<file path="config.mk">
export PLATFORM = sky130hd
export DESIGN_NAME = beeper_pattern_sequencer_core
export DESIGN_NICKNAME = d
export VERILOG_FILES = /design/src/hdl/bps_pkg.sv /design/src/hdl/bps_in_reg.sv /design/src/hdl/bps_core.sv /design/src/hdl/beeper_pattern_sequencer_core.sv
export VERILOG_INCLUDE_DIRS = /design/src /design/src/hdl
export SDC_FILE = /design/constraint.sdc
export NUM_CORES = 1
export LEC_CHECK = 0
export BUFFER_PORTS_ARGS = -buffer_cell sky130_fd_sc_hd__buf_4
export CORE_ASPECT_RATIO = 1.75
export CORE_UTILIZATION = 61
export CTS_BUF_LIST = sky130_fd_sc_hd__clkbuf_4
export DETAILED_ROUTE_END_ITERATION = 8
export MAX_ROUTING_LAYER = met4
export PLACE_DENSITY_LB_ADDON = 0.2
export SLEW_MARGIN = 20
export SYNTH_ARGS = -nofsm -noshare
export SYNTH_HDL_FRONTEND = slang
export SYNTH_HIERARCHICAL = 1
export SYNTH_SLANG_ARGS = --single-unit
</file>
<file path="constraint.sdc">
create_clock -name clk -period 6.35 [get_ports clk]
set_clock_uncertainty 0.2 [all_clocks]
set_input_delay 0.3175 -clock clk [delete_from_list [all_inputs] [get_ports clk]]
set_output_delay 0.3175 -clock clk [all_outputs]
set_load 0.02 [all_outputs]
</file>
<file path="src/hdl/beeper_pattern_sequencer_core_macros.svh">
// ----------------------------------------------------------------------------
// beeper pattern sequencer assertion macros
// concurrent assertion wrappers, empty for synthesis
// ----------------------------------------------------------------------------
`ifndef BEEPER_PATTERN_SEQUENCER_CORE_MACROS_SVH
`define BEEPER_PATTERN_SEQUENCER_CORE_MACROS_SVH

`ifndef SYNTHESIS
`define BPS_ASSERT(lbl, ck, rs, prop, msg) \
  lbl: assert property (@(posedge ck) disable iff (rs) prop) else $error(msg);
`define BPS_ASSERT_ALWAYS(lbl, ck, prop, msg) \
  lbl: assert property (@(posedge ck) prop) else $error(msg);
`else
`define BPS_ASSERT(lbl, ck, rs, prop, msg)
`define BPS_ASSERT_ALWAYS(lbl, ck, prop, msg)
`endif

`endif

</file>
<file path="src/hdl/bps_pkg.sv">
// ----------------------------------------------------------------------------
// beeper pattern sequencer package
// beat types, command codes and counter limits
// ----------------------------------------------------------------------------
`timescale 1ns / 1ps

package bps_pkg;

  localparam int unsigned TICK_W   = 17;
  localparam int unsigned DUR_W    = 16;
  localparam int unsigned REP_W    = 8;
  localparam int unsigned PHASE_W  = 8;

  localparam logic [PHASE_W-1:0] SHORT_PERIOD = PHASE_W'(30);
  localparam logic [PHASE_W-1:0] LONG_PERIOD  = PHASE_W'(150);
  localparam logic [TICK_W-1:0]  TICK_MAX     = {TICK_W{1'b1}};
  localparam logic [REP_W-1:0]   DONE_MAX     = {REP_W{1'b1}};

  typedef enum logic [1:0] {
    KIND_TICK  = 2'd0,
    KIND_START = 2'd1,
    KIND_HOLD  = 2'd2,
    KIND_STOP  = 2'd3
  } kind_t;

  typedef struct packed {
    kind_t            kind;
    logic             pattern_long;
    logic [DUR_W-1:0] duration_ticks;
    logic [REP_W-1:0] repeat_count;
  } in_item_t;

  typedef struct packed {
    logic beep_level;
    logic pattern_running;
  } out_item_t;

endpackage

</file>
<file path="src/hdl/bps_in_reg.sv">
// ----------------------------------------------------------------------------
// beeper pattern sequencer input register
// holds one input beat until the update stage takes it
// ----------------------------------------------------------------------------
`timescale 1ns / 1ps

module bps_in_reg (
  input  logic              clk,
  input  logic              rst,
  input  logic              in_valid,
  output logic              in_ready,
  input  bps_pkg::in_item_t in_data,
  input  logic              advance,
  output logic              held_valid,
  output bps_pkg::in_item_t held_item
);

  assign in_ready = !held_valid || advance;

  always_ff @(posedge clk) begin
    if (rst) begin
      held_valid <= 1'b0;
    end else if (in_ready) begin
      held_valid <= in_valid;
    end
  end

  always_ff @(posedge clk) begin
    if (in_valid && in_ready) begin
      held_item <= in_data;
    end
  end

endmodule

</file>
<file path="src/hdl/bps_core.sv">
// ----------------------------------------------------------------------------
// beeper pattern sequencer state update
// pattern counters and drive level, one beat per cycle while step is high
// ----------------------------------------------------------------------------
`timescale 1ns / 1ps

`include "beeper_pattern_sequencer_core_macros.svh"

module bps_core (
  input  logic               clk,
  input  logic               rst,
  input  logic               step,
  input  bps_pkg::in_item_t  item,
  input  logic               enabled,
  output bps_pkg::out_item_t result
);

  logic                        drive_level, drive_level_next;
  logic                        long_mode, long_mode_next;
  logic [bps_pkg::TICK_W-1:0]  tick_count, tick_count_next;
  logic [bps_pkg::PHASE_W-1:0] phase, phase_next;
  logic [bps_pkg::DUR_W-1:0]   burst_remaining, burst_remaining_next;
  logic [bps_pkg::DUR_W-1:0]   burst_reload, burst_reload_next;
  logic [bps_pkg::REP_W-1:0]   repeats_wanted, repeats_wanted_next;
  logic [bps_pkg::REP_W-1:0]   repeats_done, repeats_done_next;

  logic                        running;
  logic [bps_pkg::PHASE_W-1:0] period_last;
  logic [bps_pkg::TICK_W-1:0]  tick_inc;
  logic [bps_pkg::PHASE_W-1:0] phase_inc;
  logic [bps_pkg::REP_W-1:0]   done_inc;

  assign running     = (repeats_wanted != '0) && (burst_remaining != '0);
  assign period_last = long_mode ? bps_pkg::LONG_PERIOD - 1'b1
                                 : bps_pkg::SHORT_PERIOD - 1'b1;

  always_comb begin
    tick_inc  = tick_count;
    phase_inc = phase;
    if (tick_count != bps_pkg::TICK_MAX) begin
      tick_inc  = tick_count + 1'b1;
      phase_inc = (phase == period_last) ? '0 : phase + 1'b1;
    end
    done_inc = (repeats_done != bps_pkg::DONE_MAX) ? repeats_done + 1'b1 : repeats_done;
  end

  always_comb begin
    drive_level_next     = drive_level;
    long_mode_next       = long_mode;
    tick_count_next      = tick_count;
    phase_next           = phase;
    burst_remaining_next = burst_remaining;
    burst_reload_next    = burst_reload;
    repeats_wanted_next  = repeats_wanted;
    repeats_done_next    = repeats_done;
    case (item.kind)
      bps_pkg::KIND_TICK: begin
        if (running) begin
          // level flips on each period boundary
          if (phase == '0) begin
            drive_level_next = !drive_level;
          end
          tick_count_next = tick_inc;
          phase_next      = phase_inc;
          if (tick_inc > {1'b0, burst_remaining}) begin
            tick_count_next      = '0;
            phase_next           = '0;
            burst_remaining_next = '0;
            drive_level_next     = 1'b0;
            repeats_done_next    = done_inc;
            if (done_inc >= repeats_wanted) begin
              repeats_done_next   = '0;
              repeats_wanted_next = '0;
            end else begin
              burst_remaining_next = burst_reload;
            end
          end
        end
      end
      bps_pkg::KIND_START: begin
        if (enabled) begin
          long_mode_next       = item.pattern_long;
          burst_remaining_next = item.duration_ticks;
          burst_reload_next    = item.duration_ticks;
          repeats_wanted_next  = item.repeat_count;
          tick_count_next      = '0;
          phase_next           = '0;
        end
      end
      bps_pkg::KIND_HOLD: begin
        if (enabled) begin
          burst_remaining_next = '0;
          tick_count_next      = '0;
          phase_next           = '0;
          drive_level_next     = 1'b1;
        end
      end
      bps_pkg::KIND_STOP: begin
        if (enabled) begin
          burst_remaining_next = '0;
          tick_count_next      = '0;
          phase_next           = '0;
          drive_level_next     = 1'b0;
        end
      end
      default: begin
        drive_level_next = drive_level;
      end
    endcase
  end

  always_ff @(posedge clk) begin
    if (rst) begin
      drive_level     <= 1'b0;
      long_mode       <= 1'b0;
      tick_count      <= '0;
      phase           <= '0;
      burst_remaining <= '0;
      burst_reload    <= '0;
      repeats_wanted  <= '0;
      repeats_done    <= '0;
    end else if (step) begin
      drive_level     <= drive_level_next;
      long_mode       <= long_mode_next;
      tick_count      <= tick_count_next;
      phase           <= phase_next;
      burst_remaining <= burst_remaining_next;
      burst_reload    <= burst_reload_next;
      repeats_wanted  <= repeats_wanted_next;
      repeats_done    <= repeats_done_next;
    end
  end

  assign result.beep_level      = drive_level_next;
  assign result.pattern_running = (repeats_wanted_next != '0) &&
                                  (burst_remaining_next != '0);

  `BPS_ASSERT(a_tick_in_burst, clk, rst, running |-> (tick_count <= {1'b0, burst_remaining}), "tick count beyond burst length")
  `BPS_ASSERT(a_phase_range, clk, rst, (phase <= period_last), "phase beyond toggle period")
  `BPS_ASSERT(a_stop_silences, clk, rst, (step && enabled && item.kind == bps_pkg::KIND_STOP) |=> !drive_level, "stop left beeper sounding")

endmodule

</file>
<file path="src/hdl/beeper_pattern_sequencer_core.sv">
// ----------------------------------------------------------------------------
// beeper pattern sequencer
// beeper drive level from 10 ms ticks and hold, stop and pattern commands
// ----------------------------------------------------------------------------
// Takes one beat per clock: a beat is registered on entry, the pattern state
// is updated from it once the output register can take its result, and that
// result lands in the output register at the same edge, so every beat gives
// exactly one result; a new beat can enter each cycle while results are taken.
// The one register beeper_enabled (reset 1) masks commands, never ticks, and is
// written through cfg_we/cfg_wdata, by the user only while no beat is in flight; the block does not enforce it.
`timescale 1ns / 1ps

module beeper_pattern_sequencer_core (
  input  logic               clk,
  input  logic               rst,
  input  logic               in_valid,
  output logic               in_ready,
  input  bps_pkg::in_item_t  in_data,
  output logic               out_valid,
  input  logic               out_ready,
  output bps_pkg::out_item_t out_data,
  input  logic               cfg_we,
  input  logic               cfg_wdata
);

  logic               beeper_enabled;
  logic               held_valid;
  bps_pkg::in_item_t  held_item;
  logic               step;
  bps_pkg::out_item_t result;

  assign step = held_valid && (!out_valid || out_ready);

  always_ff @(posedge clk) begin
    if (rst) begin
      beeper_enabled <= 1'b1;
    end else if (cfg_we) begin
      beeper_enabled <= cfg_wdata;
    end
  end

  bps_in_reg u_in_reg (
    .clk        (clk),
    .rst        (rst),
    .in_valid   (in_valid),
    .in_ready   (in_ready),
    .in_data    (in_data),
    .advance    (step),
    .held_valid (held_valid),
    .held_item  (held_item)
  );

  bps_core u_core (
    .clk     (clk),
    .rst     (rst),
    .step    (step),
    .item    (held_item),
    .enabled (beeper_enabled),
    .result  (result)
  );

  always_ff @(posedge clk) begin
    if (rst) begin
      out_valid <= 1'b0;
    end else if (step) begin
      out_valid <= 1'b1;
    end else if (out_ready) begin
      out_valid <= 1'b0;
    end
  end

  always_ff @(posedge clk) begin
    if (step) begin
      out_data <= result;
    end
  end

endmodule

</file>
* Word-level counts from Yosys, hierarchy flattened
Cells that the tools add are included.
Word-level totals: register bits 107, ROM bits 0, memories 0, word-level logic and storage cells 86, input bits 33, output and inout port bits 4, bits in latches 0, bits in writable memories 0
Cells by class: add/subtract/negate cells 3, eq/ne operators 9, order comparisons 2, reductions and logical operators 22, bitwise logic cells 0, muxes and demuxes 33, div/mod/pow operators 0, shift-type cells 0, multiply operators 0
Operators by type and width (count):
- 8-bit two-way mux | 12
- 16-bit two-way mux | 5
- 17-bit two-way mux | 4
- 16-bit one-hot mux with 3 select lines | 1
- 17-bit one-hot mux with 2 select lines | 1
- 8-bit one-hot mux with 2 select lines | 2
- 16-bit nonzero test | 2
- 17-bit by 1-bit adder with 17-bit output, second input constant | 1
- 17-bit by 16-bit > comparator with 1-bit output | 1
- 17-bit inequality test, second input constant | 1
- 8-bit by 1-bit adder with 8-bit output, second input constant | 2
- 8-bit nonzero test | 2
- 8-bit == test | 1
- 8-bit >= comparator | 1
- 8-bit zero test | 1
- 8-bit inequality test, second input constant | 1
- 4-bit AND reduction | 2
- 1-bit two-way mux | 7
- 3-bit AND reduction | 2
- 2-bit == test, second input constant | 2
- 1-bit logical AND | 4
- 2-bit by 1-bit inequality test with 1-bit output, second input constant | 2
- 1-bit zero test | 3
- 3-bit by 1-bit inequality test with 1-bit output, second input constant | 1
- other kinds (7) | 8

* Logic depth before layout (Yosys ltp)
depth after elaboration 9, mapped depth 23, gate-level depth less buffers 18

* By module
The synthesis kept the hierarchy.
By module, submodules not included:
- bps_core | cells each 666, seq. area each 1501.4 um2, area an instance 4967.3 um2, instances 1
- bps_in_reg | cells each 32, seq. area each 830.8 um2, area an instance 865.8 um2, instances 1
- beeper_pattern_sequencer_core | cells each 10, seq. area each 100.1 um2, area an instance 136.4 um2, instances 1

* Worst setup path before layout
OpenSTA, ideal clock, no wires.
path type reg-to-reg, from reg u_core/tick_count[0] (netlist bit), to reg out_data[0] (netlist bit), data pin, required time 5.885 ns, setup time 0.265 ns, cell stages (with the launch flop) 22, data arrival time 4.051 ns, buffers on the path 3, clock period less this slack 4.516 ns, slack 1.834 ns, path through dfxtp_1 > ha_1 > and3_1 > nand3_2 > or4b_1 > buf_6 > nor2_4 > and3_1 > buf_6 > nand3_1 > xnor2_1 > ha_1 > nand4_1 > nor2_1 > a21boi_0 > o21a_1 > clkbuf_1 > o21ai_0 > a32oi_1 > nand3_1 > nor4_1 > a21oi_1
RTL lines:
- start, declared | RTL line bps_core.sv:20 | logic [bps_pkg::TICK_W-1:0] tick_count, tick_count_next;
- start signal, assigned | RTL line bps_core.sv:125 | tick_count <= tick_count_next;
- end signal, assigned | RTL line beeper_pattern_sequencer_core.sv:74 | out_data <= result;
- end, declared | RTL line beeper_pattern_sequencer_core.sv:21 | output bps_pkg::out_item_t out_data,

==> impl_metrics.ini <==
[yosys]
synth_cell_types = 66
synthFlopType = dfxtp_1
synth-async-reset-ratio_pct = 0
netlist_instances = 708
synth_edf_count = 29
syn-num-nets = 770
yosys_warnings = 6
synth_area_leaders = dfxtp_1, edfxtp_1, ha_1
ys_seq_area_share_pct = 40.7
yosysTopAreaCell = dfxtp_1
synth.cell_area_mm2 = 0.00597
ys_seq_elements = 107
avgSynthCellArea_um2 = 8.43
synth_top_area_share_pct = 26.2

[sta]
setup_viol = 0
finalCriticalPeriod_ps = 5250
slew_headroom_pct = 43.6
hold_viol_final = 0
fin_crit_sh_pct = 82.6
fin_tns_setup_ps = 0
worstMarginPinSlew_ps = 838
rsz0062_at_grt = no
max_freq_mhz = 191
whs_ps = 172
slew_viol_final = 0

[power_and_ir_drop]
p_leak_uw = 0.00257
vdd_ir_drop_max_v = 0.000183
p_per_area_mw_per_mm2 = 205

[layout]
n_fill_cell = 766
layout_commonest_cell = nand2_1
layout.nets = 815
multi_input_area_mm2 = 0.00324
final_cell_mix = nand2_1, nor2_1, dfxtp_1
final_area_mm2 = 0.00671
seq_area_mm2 = 0.00243
drive_gt1_share_pct = 10.8
diodes = 0
fin_cells = 880
final_core_util_pct = 70.8
area_growth_pct = 12.3

[clocking]
clockBufferDepth = 2
cts_tree = built
cts.sinks = 107
clk_latency_ps = 490
cts_root_buffer = clkbuf_4
h-tree-depth = 3
clk_pin_slew_ps = 190
cts_buffers = 9
cts_resized = 0

[placement]
placed_cell_area_mm2 = 0.00626
place_congestion = 0.923
placedCellCount = 833
numPortBuffers = 36
hpwl_um = 11700

[routing]
dr.pass1.iters = 5
vias = 5556
routedWlPerCell_um = 19.2
drc_errors = 0
vias_per_cell = 6.31
routed_wl_um = 16900
ant_nets = 0
drt_iter0_drc = 467

[critical_path]
crit_family = simple AND/OR/NAND/NOR gates
timing.rr.end = out_data[0]
cpPeakStageDelay_ps = 590
startpoint = u_core/tick_count[0]
crit_path_end_kind = flop
crit_buf_inv = 0
crit_path_start_kind = flop
r2r_cells = 18
cp_max_fo = 11
r2r_slack_ps = 1100
path_class = flop to flop
timing.critical_path.required_ps = 6380
crit_path_cell_trace = ha_1 -> and3_1 -> nand3_2 -> or4b_1 -> nor2_4 -> and3_1 -> nand3_1 -> xnor2_1 -> ha_1 -> nand4_1 -> nor2_1 -> a21boi_0 -> o21ai_2 -> nand2_1 -> a211oi_1 -> a2111o_1 -> nor4_1 -> a21oi_1
crit_path_top_delay_cell = or4b_1
cp.arrival_ps = 5280
r2r_start = u_core/tick_count[0]

[floorplan]
initial_core_util_pct = 63.1
die_area_mm2 = 0.0102
die_h_um = 133
die_x_um = 76.8
num_rows = 47
io_pins = 37
coreArea_mm2 = 0.00947

[hold_path]
holdPathStages = 2
min_from = rst
worstHoldEndpoint = u_core/drive_level
holdCritPathClass = input pin to flop

[global_route]
first_global_vias = 5468
grt_pass1_wl_um = 27000
grt_max_degree = 72
overflow = 0
track_usage_pct = 35.1
antenna_found_initial = 0

[flow_run]
drv_cap = 0

[run_status]
status = finished clean
==> logic make-up (layout without fill, tap and decap cells) <==
logic type	after synthesis	in the layout	share of synthesized area, %
AND/OR/NAND/NOR	274	274	21.9
AO/OA/AOI/OAI	192	192	21.0
flip-flops	107	107	40.7
buffers and inverters	73	123	5.16
adder cells (fa/ha/maj)	29	29	6.08
XOR/XNOR	25	25	3.67
multiplexers	8	8	1.45
==> cell usage after synthesis, types with 13 or more instances <==
cell type / number
nand2_1: 88
nor2_1: 82
dfxtp_1: 78
a21oi_1: 71
inv_1: 34
o21ai_0: 30
edfxtp_1: 29
ha_1: 29
clkbuf_1: 28
nand3_1: 19
nand4_1: 16
nor3_1: 14
xor2_1: 13
==> layout make-up <==
| cell class | count | area share (%) |
|---|---|---|
| clock buffer | 9 | 1.01 |
| clock inverter | 7 | 0.970 |
| inverter | 34 | 1.90 |
| multi-input combinational | 528 | 48.2 |
| sequential | 107 | 36.3 |
| tap | 122 | 2.28 |
| timing repair buffer | 73 | 9.33 |
==> stage by stage <==
step / total power (uW) / setup WS (ps)
4_1_cts: 1370 / 1170
5_1_grt: 1430 / 715
3_3_place_gp: 1010 / 1290
3_5_place_dp: 1020 / 1210
6_report: 1370 / 1100
2_1_floorplan: 939 / 1830
==> metal layers <==
metal  part of all wire [%]  track usage (%)
met5                      0                -
met4                    5.6             19.2
met3                    5.3             5.72
met2                     52             62.4
met1                     37             36.3
==> what timing repair did <==
action / in CTS / in global routing
hold buffers: 31 / 0
setup buffers: 0 / 0
endpoints found under the hold margin: 30 / 0
==> flip-flops by register name, summed over array words and instances (netlist names) <==
register	cells
u_core/repeats_done	8
u_in_reg/held_valid	1
out_data	2
u_core/phase	8
u_in_reg/held_item	27
u_core/drive_level	1
u_core/burst_remaining	16
u_core/repeats_wanted	8
beeper_enabled	1
u_core/long_mode	1
u_core/burst_reload	16
u_core/tick_count	17
out_valid	1
==> how the worst max path moves through the flow <==
stage,to,slack (ps),cells after the start
after global placement,out_data[0],1290,18
after CTS,out_data[0],1170,18
after floorplan,out_data[0],1830,21
after global routing,out_data[0],710,18
after detailed placement,out_data[0],1210,18
final,out_data[0],1100,18
==> power breakdown <==
part,internal [uW],switching (uW),leakage (uW)
combinational,98.6,174,0.00159
clock,91.8,251,0.0000719
sequential,731,27.9,0.000910
total,921,453,0.00257
(Power assumes the default switching activity.)
